--- src/rtl/hsvc_pkg.sv ---
`timescale 1ns / 1ps
// ----------------------------------------------------------------------------
// hsvc_pkg
// Types and constants shared by the HSV to RGB converter.
// ----------------------------------------------------------------------------
package hsvc_pkg;

    typedef logic [8:0]  hue_t;
    typedef logic [7:0]  chan_t;
    typedef logic [2:0]  sector_t;
    typedef logic [5:0]  frac_t;
    typedef logic [13:0] lvl_num_t;   // numerator, up to 15300
    typedef logic [15:0] prod_p_t;    // V * (255 - S)
    typedef logic [21:0] prod_qt_t;   // V * numerator, up to 255 * 15300

    // Hue sector boundaries in degrees
    localparam hue_t HUE_60  = 9'd60;
    localparam hue_t HUE_120 = 9'd120;
    localparam hue_t HUE_180 = 9'd180;
    localparam hue_t HUE_240 = 9'd240;
    localparam hue_t HUE_300 = 9'd300;
    localparam hue_t HUE_360 = 9'd360;

    // Sector codes; SECTOR_6 is hue 360, routed like sector 5
    localparam sector_t SECTOR_0 = 3'd0;
    localparam sector_t SECTOR_1 = 3'd1;
    localparam sector_t SECTOR_2 = 3'd2;
    localparam sector_t SECTOR_3 = 3'd3;
    localparam sector_t SECTOR_4 = 3'd4;
    localparam sector_t SECTOR_5 = 3'd5;
    localparam sector_t SECTOR_6 = 3'd6;

    localparam chan_t    CHAN_FULL   = 8'd255;
    localparam logic [6:0] SECTOR_DEG = 7'd60;
    localparam lvl_num_t LVL_SCALE   = 14'd15300;   // 255 * 60

    // Reciprocals: floor(2^16 / 255) and floor(2^22 / 15300)
    localparam logic [8:0] RECIP_FULL  = 9'd257;
    localparam logic [8:0] RECIP_SCALE = 9'd274;

endpackage

--- src/rtl/hsvc_hsv_if.sv ---
`timescale 1ns / 1ps
// ----------------------------------------------------------------------------
// hsvc_hsv_if
// Valid/ready channel carrying one HSV word.
// ----------------------------------------------------------------------------
interface hsvc_hsv_if import hsvc_pkg::*; ();

    logic  valid;
    logic  ready;
    hue_t  hue;
    chan_t saturation;
    chan_t brightness;

    modport source (output valid, output hue, output saturation, output brightness,
                    input ready);
    modport sink   (input valid, input hue, input saturation, input brightness,
                    output ready);

endinterface

--- src/rtl/hsvc_rgb_if.sv ---
`timescale 1ns / 1ps
// ----------------------------------------------------------------------------
// hsvc_rgb_if
// Valid/ready channel carrying one RGB word.
// ----------------------------------------------------------------------------
interface hsvc_rgb_if import hsvc_pkg::*; ();

    logic  valid;
    logic  ready;
    chan_t red;
    chan_t green;
    chan_t blue;

    modport source (output valid, output red, output green, output blue,
                    input ready);
    modport sink   (input valid, input red, input green, input blue,
                    output ready);

endinterface

--- src/rtl/hsvc_sector_decode.sv ---
`timescale 1ns / 1ps
// ----------------------------------------------------------------------------
// hsvc_sector_decode
// Clamps hue to 360 and splits it into sector (hue / 60) and remainder.
// ----------------------------------------------------------------------------
module hsvc_sector_decode import hsvc_pkg::*; (
    input  hue_t    hue,
    output sector_t sector,
    output frac_t   frac
);

    hue_t hue_base;
    hue_t hue_off;

    // compare ladder replaces the divide by 60
    always_comb
    begin
        if (hue >= HUE_360)
        begin
            sector   = SECTOR_6;
            hue_base = hue;          // clamped: remainder forced to zero
        end
        else if (hue >= HUE_300)
        begin
            sector   = SECTOR_5;
            hue_base = HUE_300;
        end
        else if (hue >= HUE_240)
        begin
            sector   = SECTOR_4;
            hue_base = HUE_240;
        end
        else if (hue >= HUE_180)
        begin
            sector   = SECTOR_3;
            hue_base = HUE_180;
        end
        else if (hue >= HUE_120)
        begin
            sector   = SECTOR_2;
            hue_base = HUE_120;
        end
        else if (hue >= HUE_60)
        begin
            sector   = SECTOR_1;
            hue_base = HUE_60;
        end
        else
        begin
            sector   = SECTOR_0;
            hue_base = 9'd0;
        end
    end

    assign hue_off = hue - hue_base;
    assign frac    = hue_off[5:0];

endmodule

--- src/rtl/hsv_to_rgb_converter_top.sv ---
`timescale 1ns / 1ps
// ----------------------------------------------------------------------------
// hsv_to_rgb_converter_top
// HSV to RGB color converter, five stages, one word per clock unless stalled.
// ----------------------------------------------------------------------------
// Takes one HSV word (hue 0..360 degrees, larger hues clamp to 360; saturation
// and brightness 0..255) and returns red, green and blue bytes computed with
// exact floor fixed point: p = V*(255-S)/255, q = V*(15300-S*F)/15300,
// t = V*(15300-S*(60-F))/15300, F = hue mod 60. Zero saturation yields grey
// without a special path because p = q = t = V then. Throughput is one word
// per clock while rgb.ready stays high; each word passes through five
// register stages, the first of which is loaded at the edge that accepts it.
// The stages are: sector decode, numerators (S*F products), level products (V
// times numerator), reciprocal estimate of the divide by a constant, and
// remainder correction with channel routing into the output register. Each
// stage holds its own valid bit and only stalls when the stage after it is
// full and stalled, so bubbles are squeezed out and an output word waiting
// on rgb.ready does not block intake while earlier stages have room.
// ----------------------------------------------------------------------------
module hsv_to_rgb_converter_top import hsvc_pkg::*; (
    input  logic        clk,
    input  logic        rst_n,
    hsvc_hsv_if.sink    hsv,
    hsvc_rgb_if.source  rgb
);

    // ------------------------------------------------------------------
    // Flow control: stage k loads when it is empty or stage k+1 loads.
    // ------------------------------------------------------------------
    logic [4:0] stage_valid_reg;
    logic [4:0] stage_valid_next;
    logic [4:0] stage_en;

    assign stage_en[4] = !stage_valid_reg[4] || rgb.ready;
    assign stage_en[3] = !stage_valid_reg[3] || stage_en[4];
    assign stage_en[2] = !stage_valid_reg[2] || stage_en[3];
    assign stage_en[1] = !stage_valid_reg[1] || stage_en[2];
    assign stage_en[0] = !stage_valid_reg[0] || stage_en[1];

    assign hsv.ready = stage_en[0];

    assign stage_valid_next = {stage_valid_reg[3:0], hsv.valid};

    always_ff @(posedge clk or negedge rst_n)
    begin
        if (!rst_n)
        begin
            stage_valid_reg <= '0;
        end
        else
        begin
            for (int k = 0; k < 5; k++)
            begin
                if (stage_en[k])
                begin
                    stage_valid_reg[k] <= stage_valid_next[k];
                end
            end
        end
    end

    // ------------------------------------------------------------------
    // Stage 1: clamp and sector decode
    // ------------------------------------------------------------------
    sector_t s1_sector_reg, s1_sector_next;
    frac_t   s1_frac_reg,   s1_frac_next;
    chan_t   s1_sat_reg;
    chan_t   s1_val_reg;

    hsvc_sector_decode u_decode (
        .hue    (hsv.hue),
        .sector (s1_sector_next),
        .frac   (s1_frac_next)
    );

    always_ff @(posedge clk)
    begin
        if (stage_en[0])
        begin
            s1_sector_reg <= s1_sector_next;
            s1_frac_reg   <= s1_frac_next;
            s1_sat_reg    <= hsv.saturation;
            s1_val_reg    <= hsv.brightness;
        end
    end

    // ------------------------------------------------------------------
    // Stage 2: numerators 255-S, 15300-S*F, 15300-S*(60-F)
    // ------------------------------------------------------------------
    logic [6:0] inv_frac;
    lvl_num_t   sat_frac;
    lvl_num_t   sat_inv_frac;
    chan_t      s2_np_reg,  s2_np_next;
    lvl_num_t   s2_nq_reg,  s2_nq_next;
    lvl_num_t   s2_nt_reg,  s2_nt_next;
    sector_t    s2_sector_reg;
    chan_t      s2_val_reg;

    assign inv_frac     = SECTOR_DEG - {1'b0, s1_frac_reg};
    assign sat_frac     = 14'(s1_sat_reg) * 14'(s1_frac_reg);
    assign sat_inv_frac = 14'(s1_sat_reg) * 14'(inv_frac);   // at most 15300
    assign s2_np_next   = CHAN_FULL - s1_sat_reg;
    assign s2_nq_next   = LVL_SCALE - sat_frac;
    assign s2_nt_next   = LVL_SCALE - sat_inv_frac;

    always_ff @(posedge clk)
    begin
        if (stage_en[1])
        begin
            s2_np_reg     <= s2_np_next;
            s2_nq_reg     <= s2_nq_next;
            s2_nt_reg     <= s2_nt_next;
            s2_sector_reg <= s1_sector_reg;
            s2_val_reg    <= s1_val_reg;
        end
    end

    // ------------------------------------------------------------------
    // Stage 3: products V * numerator
    // ------------------------------------------------------------------
    prod_p_t  s3_pp_reg, s3_pp_next;
    prod_qt_t s3_pq_reg, s3_pq_next;
    prod_qt_t s3_pt_reg, s3_pt_next;
    sector_t  s3_sector_reg;
    chan_t    s3_val_reg;

    assign s3_pp_next = 16'(s2_val_reg) * 16'(s2_np_reg);
    assign s3_pq_next = 22'(s2_val_reg) * 22'(s2_nq_reg);
    assign s3_pt_next = 22'(s2_val_reg) * 22'(s2_nt_reg);

    always_ff @(posedge clk)
    begin
        if (stage_en[2])
        begin
            s3_pp_reg     <= s3_pp_next;
            s3_pq_reg     <= s3_pq_next;
            s3_pt_reg     <= s3_pt_next;
            s3_sector_reg <= s2_sector_reg;
            s3_val_reg    <= s2_val_reg;
        end
    end

    // ------------------------------------------------------------------
    // Stage 4: quotient estimate by reciprocal multiply. The reciprocals
    // are rounded down, so the estimate is the true floor or one below.
    // ------------------------------------------------------------------
    logic [24:0] est_p_full;
    logic [30:0] est_q_full;
    logic [30:0] est_t_full;
    chan_t       s4_ep_reg, s4_eq_reg, s4_et_reg;
    prod_p_t     s4_pp_reg;
    prod_qt_t    s4_pq_reg, s4_pt_reg;
    sector_t     s4_sector_reg;
    chan_t       s4_val_reg;

    assign est_p_full = 25'(s3_pp_reg) * 25'(RECIP_FULL);
    assign est_q_full = 31'(s3_pq_reg) * 31'(RECIP_SCALE);
    assign est_t_full = 31'(s3_pt_reg) * 31'(RECIP_SCALE);

    always_ff @(posedge clk)
    begin
        if (stage_en[3])
        begin
            s4_ep_reg     <= est_p_full[23:16];
            s4_eq_reg     <= est_q_full[29:22];
            s4_et_reg     <= est_t_full[29:22];
            s4_pp_reg     <= s3_pp_reg;
            s4_pq_reg     <= s3_pq_reg;
            s4_pt_reg     <= s3_pt_reg;
            s4_sector_reg <= s3_sector_reg;
            s4_val_reg    <= s3_val_reg;
        end
    end

    // ------------------------------------------------------------------
    // Stage 5: remainder check bumps the estimate by one, then route the
    // levels to the channels by sector.
    // ------------------------------------------------------------------
    prod_p_t  rem_p;
    prod_qt_t rem_q;
    prod_qt_t rem_t;
    chan_t    lvl_p, lvl_q, lvl_t;
    chan_t    red_reg,   red_next;
    chan_t    green_reg, green_next;
    chan_t    blue_reg,  blue_next;

    assign rem_p = s4_pp_reg - 16'(s4_ep_reg) * 16'(CHAN_FULL);
    assign rem_q = s4_pq_reg - 22'(s4_eq_reg) * 22'(LVL_SCALE);
    assign rem_t = s4_pt_reg - 22'(s4_et_reg) * 22'(LVL_SCALE);

    assign lvl_p = (rem_p >= 16'(CHAN_FULL)) ? s4_ep_reg + 8'd1 : s4_ep_reg;
    assign lvl_q = (rem_q >= 22'(LVL_SCALE)) ? s4_eq_reg + 8'd1 : s4_eq_reg;
    assign lvl_t = (rem_t >= 22'(LVL_SCALE)) ? s4_et_reg + 8'd1 : s4_et_reg;

    always_comb
    begin
        case (s4_sector_reg)
            SECTOR_0:
            begin
                red_next = s4_val_reg; green_next = lvl_t; blue_next = lvl_p;
            end
            SECTOR_1:
            begin
                red_next = lvl_q; green_next = s4_val_reg; blue_next = lvl_p;
            end
            SECTOR_2:
            begin
                red_next = lvl_p; green_next = s4_val_reg; blue_next = lvl_t;
            end
            SECTOR_3:
            begin
                red_next = lvl_p; green_next = lvl_q; blue_next = s4_val_reg;
            end
            SECTOR_4:
            begin
                red_next = lvl_t; green_next = lvl_p; blue_next = s4_val_reg;
            end
            default:
            begin
                // sector 5 and hue 360
                red_next = s4_val_reg; green_next = lvl_p; blue_next = lvl_q;
            end
        endcase
    end

    always_ff @(posedge clk)
    begin
        if (stage_en[4])
        begin
            red_reg   <= red_next;
            green_reg <= green_next;
            blue_reg  <= blue_next;
        end
    end

    assign rgb.valid = stage_valid_reg[4];
    assign rgb.red   = red_reg;
    assign rgb.green = green_reg;
    assign rgb.blue  = blue_reg;

endmodule
--- src/flat_wrapper.sv ---
// flat-port wrapper written by rule: the top's interface ports become plain ports
module hsv_to_rgb_converter_top_flat import hsvc_pkg::*;
  (clk, rst_n, hsv_valid, hsv_hue, hsv_saturation, hsv_brightness, hsv_ready, rgb_valid, rgb_red, rgb_green, rgb_blue, rgb_ready);
  hsvc_hsv_if hsv_i ();
  hsvc_rgb_if rgb_i ();
  input  logic clk;
  input  logic rst_n;
  input wire logic [$bits(hsv_i.valid)-1:0] hsv_valid;
  input wire logic [$bits(hsv_i.hue)-1:0] hsv_hue;
  input wire logic [$bits(hsv_i.saturation)-1:0] hsv_saturation;
  input wire logic [$bits(hsv_i.brightness)-1:0] hsv_brightness;
  output wire logic [$bits(hsv_i.ready)-1:0] hsv_ready;
  output wire logic [$bits(rgb_i.valid)-1:0] rgb_valid;
  output wire logic [$bits(rgb_i.red)-1:0] rgb_red;
  output wire logic [$bits(rgb_i.green)-1:0] rgb_green;
  output wire logic [$bits(rgb_i.blue)-1:0] rgb_blue;
  input wire logic [$bits(rgb_i.ready)-1:0] rgb_ready;
  assign hsv_i.valid = hsv_valid;
  assign hsv_i.hue = hsv_hue;
  assign hsv_i.saturation = hsv_saturation;
  assign hsv_i.brightness = hsv_brightness;
  assign hsv_ready = hsv_i.ready;
  assign rgb_valid = rgb_i.valid;
  assign rgb_red = rgb_i.red;
  assign rgb_green = rgb_i.green;
  assign rgb_blue = rgb_i.blue;
  assign rgb_i.ready = rgb_ready;
  hsv_to_rgb_converter_top u_core (.clk(clk), .rst_n(rst_n), .hsv(hsv_i), .rgb(rgb_i));
endmodule
--- config.mk ---
export PLATFORM = sky130hd
export DESIGN_NAME = hsv_to_rgb_converter_top_flat
export DESIGN_NICKNAME = d
export VERILOG_FILES = /design/src/rtl/hsvc_pkg.sv /design/src/rtl/hsvc_hsv_if.sv /design/src/rtl/hsvc_rgb_if.sv /design/src/rtl/hsvc_sector_decode.sv /design/src/rtl/hsv_to_rgb_converter_top.sv /design/src/flat_wrapper.sv
export SDC_FILE = /design/constraint.sdc
export NUM_CORES = 2
export LEC_CHECK = 0
export BUFFER_PORTS_ARGS = -buffer_cell sky130_fd_sc_hd__buf_4
export CORE_MARGIN = 3
export CORE_UTILIZATION = 60
export DETAILED_ROUTE_END_ITERATION = 7
export PLACE_DENSITY = 0.8
export SLEW_MARGIN = 0
export SYNTH_ARGS = -nofsm -noshare
export SYNTH_HDL_FRONTEND = slang
export SYNTH_SLANG_ARGS = --single-unit
--- constraint.sdc ---
create_clock -name clk -period 7.2 [get_ports clk]
set_input_delay 1.44 -clock clk [delete_from_list [all_inputs] [get_ports clk]]
set_output_delay 1.44 -clock clk [all_outputs]
set_load 0.02 [all_outputs]
==> results.md <==
* Status: complete, no violations
* Synth top area cells: edfxtp_1 (23%), fa_1 (22%), ha_1 (20%)
* Largest register FFs at 22
* WL final at 70,400 um
* CP Launch Type: register
* Initial core utilization at between 60% and 70%
* Root buffer cell: clkbuf_16
* Drt via density at roughly 5.6
* Antenna viol nets, final at 0
* Count of input and output buffers at 54
* Seq cells post-synth at approximately 260
* Post-synth net total at ~4,300
* Inst Count DP at 4,174
* Reg-to-Reg Start: u_core.s4_et_reg[2]
* Via count at 23,702
* Arrival time worst endpoint at just over 7 ns
* Worst slew pin tran at 1.02 ns
* Fin crit period at 6.89 ns
* Post-synthesis async set-or-reset flop share at around 1.9%
* Skew-Pair Late Insertion Delay at approximately 0.60 ns
* Top cell type by total area after synthesis: edfxtp_1
* Count of warnings emitted by yosys at 0
* Synth-to-Final Area Change at 8.40%
* Core Area at 55,200 um^2
* Gpl congestion at 0.892
* Most frequent cells in the layout: inv_1 (686), ha_1 (521), fa_1 (358)
* Skew final at 0.0182 ns
* Mapped Cells at 3,393
* M1 GR Usage at 31.9%
* GR peak layer: met2
* Worst endpoint required time at approximately 7.5 ns
* Worst Setup SP: u_core.s4_et_reg[2]
* Number of global-route vias before repair at 24,606
* HP Class: register to register
* Die Wd at 243 um
* Slowest CP cell: fa_2
* Die height at 243 um
* CP max FO at 6
* Clock slew at reported path FFs at 0.06 ns
* Non-filler cells, final at 4,244
* Largest net degree at the start of global routing at between 70 and 80
* Initial DRC count at 1,630
* WS Path Type: register to register
* Slack of the worst reg-to-reg path at 0.31 ns
* Max Clk Rate at 145 MHz
* EDFF count, synth at around 260
* RSZ-0062 raised after global routing: true
* Final net count at between 4,000 and 5,000
* First-pass GRT wire length at 119,000 um
* Syn_area_per_cell at roughly 10 um^2
* Max-Cap Viols at 0
* Cell row count at 86
* Layout cells sized above 1 at about 6.4%
* TritonCTS Buffers at 31
* Routed len/inst at 16.6 um
* Final Cycle Share at about 96%
* Mapped Area at approximately 34,000 um^2
* GRT met2 Usage at about two fifths
* # diodes at 0
* TritonCTS clock tree: built
* Crit path capture: u_core.rgb.red[2]
* Final core occ at approximately 66%
* Slew HR at 32.2%
* Met3 GRT Util at 3.35%
* Register-to-Register Path Depth at 26
* Pre-antenna DRT Iters at 5
* CTS sink count at 261
* Worst Setup End Kind: register
* Filler instances at 4,167
* HPWL after DPL at 56,200 um
* Total congestion overflow at 0
* Final setup violation count at 0
* DRC at 0
* Slowest cell delay on critical path at 0.63 ns
* Seq/Total Area, Yosys at 23.3%
* Synth unique cells at 96
* Top cell type's share of synthesized area at a little under a quarter
* Most common cell after layout, fill and taps aside: inv_1
* Setup TNS at 0 ns
* RR Endpoint: u_core.rgb.red[2]
* Die Area at a little under 60,000 um^2
* Initial antenna violation count at 1
* Hold Violations, Final at 0
* I/O pin cnt at 55
* Gr usage total at 24.4%
* H-tree depth at 1
* CTS max path bufs at 3
* Prevailing post-synth register cell: edfxtp_1
* CTS Hold Bufs at 0
* Slew Limit Fails at 0
## synth_stat cells, types with 12 or more instances
library cell and instances:
inv_1 687, ha_1 529, fa_1 361, nand2_1 284, edfxtp_1 256, and2_1 216
nor2_1 120, a21oi_1 111, xnor2_1 109, o21ai_0 94, clkbuf_1 60, a21o_1 51
xor2_1 50, nand2b_1 38, nor3_1 36, nand3_1 33, o21a_1 32, nor2b_1 27
a31oi_1 20, a211oi_1 19, o211ai_1 17, and3_1 16, mux2i_1 12
## critical path: cells and delay by family, from the launching register on
family / cells / cell delay, ns
xor gates and xnor gates: 2 / 0.42
AOI/OAI and AO/OA: 11 / 1.85
and+or+nand+nor: 3 / 0.73
buffers and inverters: 4 / 0.42
adders and majority gates: 6 / 2.75
DFF: 1 / 0.48
## cell families (layout without fill, tap and decap cells)
kind of cell             Yosys count  after routing  synth area share, %
AO/OA/AOI/OAI                    489            489                 9.95
XOR/XNOR                         162            162                 4.29
adder cells (fa/ha/maj)          890            890                 41.2
buffers and inverters            753            856                 8.47
flip-flops                       261            261                 23.3
multiplexers                      18             18                0.592
other                              1              1               0.0112
AND/OR/NAND/NOR                  819            819                 12.2
## worst min path at each step
stage / from / to / slack (ns) / cells past startpoint
4_1_cts: u_core.s1_val_reg[3] / u_core.s2_val_reg[3] / 0.42 / 0
3_5_place_dp: u_core.s3_val_reg[7] / u_core.s4_val_reg[7] / 0.40 / 0
6_report: u_core.s1_val_reg[3] / u_core.s2_val_reg[3] / 0.42 / 0
3_3_place_gp: u_core.s1_val_reg[6] / u_core.s2_val_reg[6] / 0.40 / 0
5_1_grt: u_core.s3_sector_reg[0] / u_core.s4_sector_reg[0] / 0.42 / 0
2_1_floorplan: u_core.s1_sector_reg[0] / u_core.s2_sector_reg[0] / 0.40 / 0
## per-stage QoR
stage	setup slack [ns]	hold slack, ns	instance area, um^2
after floorplan	0.225	0.400	33600
after global placement	0.0537	0.402	35000
after detailed placement	-0.0760	0.405	35000
after CTS	0.0106	0.419	36200
after global routing	-0.0974	0.421	36400
final	0.312	0.418	36400
## routing by layer
layer / part of all wire (%) / wire, um / up-vias
met2: 48 / 34000 / 614
met4: 3.6 / 2550 / 0
met1: 43 / 30200 / 11591
li1: - / - / 11344
met3: 5.1 / 3610 / 153
met5: 0 / 0 / -
## what timing repair did
| action | CTS | global route |
|---|---|---|
| pin swaps | 1 | 25 |
| gates resized for setup | 6 | 29 |
| hold endpoints to repair | 0 | 0 |
| setup endpoints to repair | 10 | 24 |
| buffers inserted | 2 | 11 |
## area by class of cell
type,instances,area [um^2],share of cell area (%)
timing repair buffer,111,837,2.30
multi-input combinational,2379,23100,63.5
inverter,688,2580,7.09
sequential,261,7810,21.5
clock buffer,36,825,2.27
clock inverter,21,300,0.825
tap,748,936,2.57
Power is not shown: default switching activity piles up to over one toggle a cycle in this logic, so the estimate is an artifact.
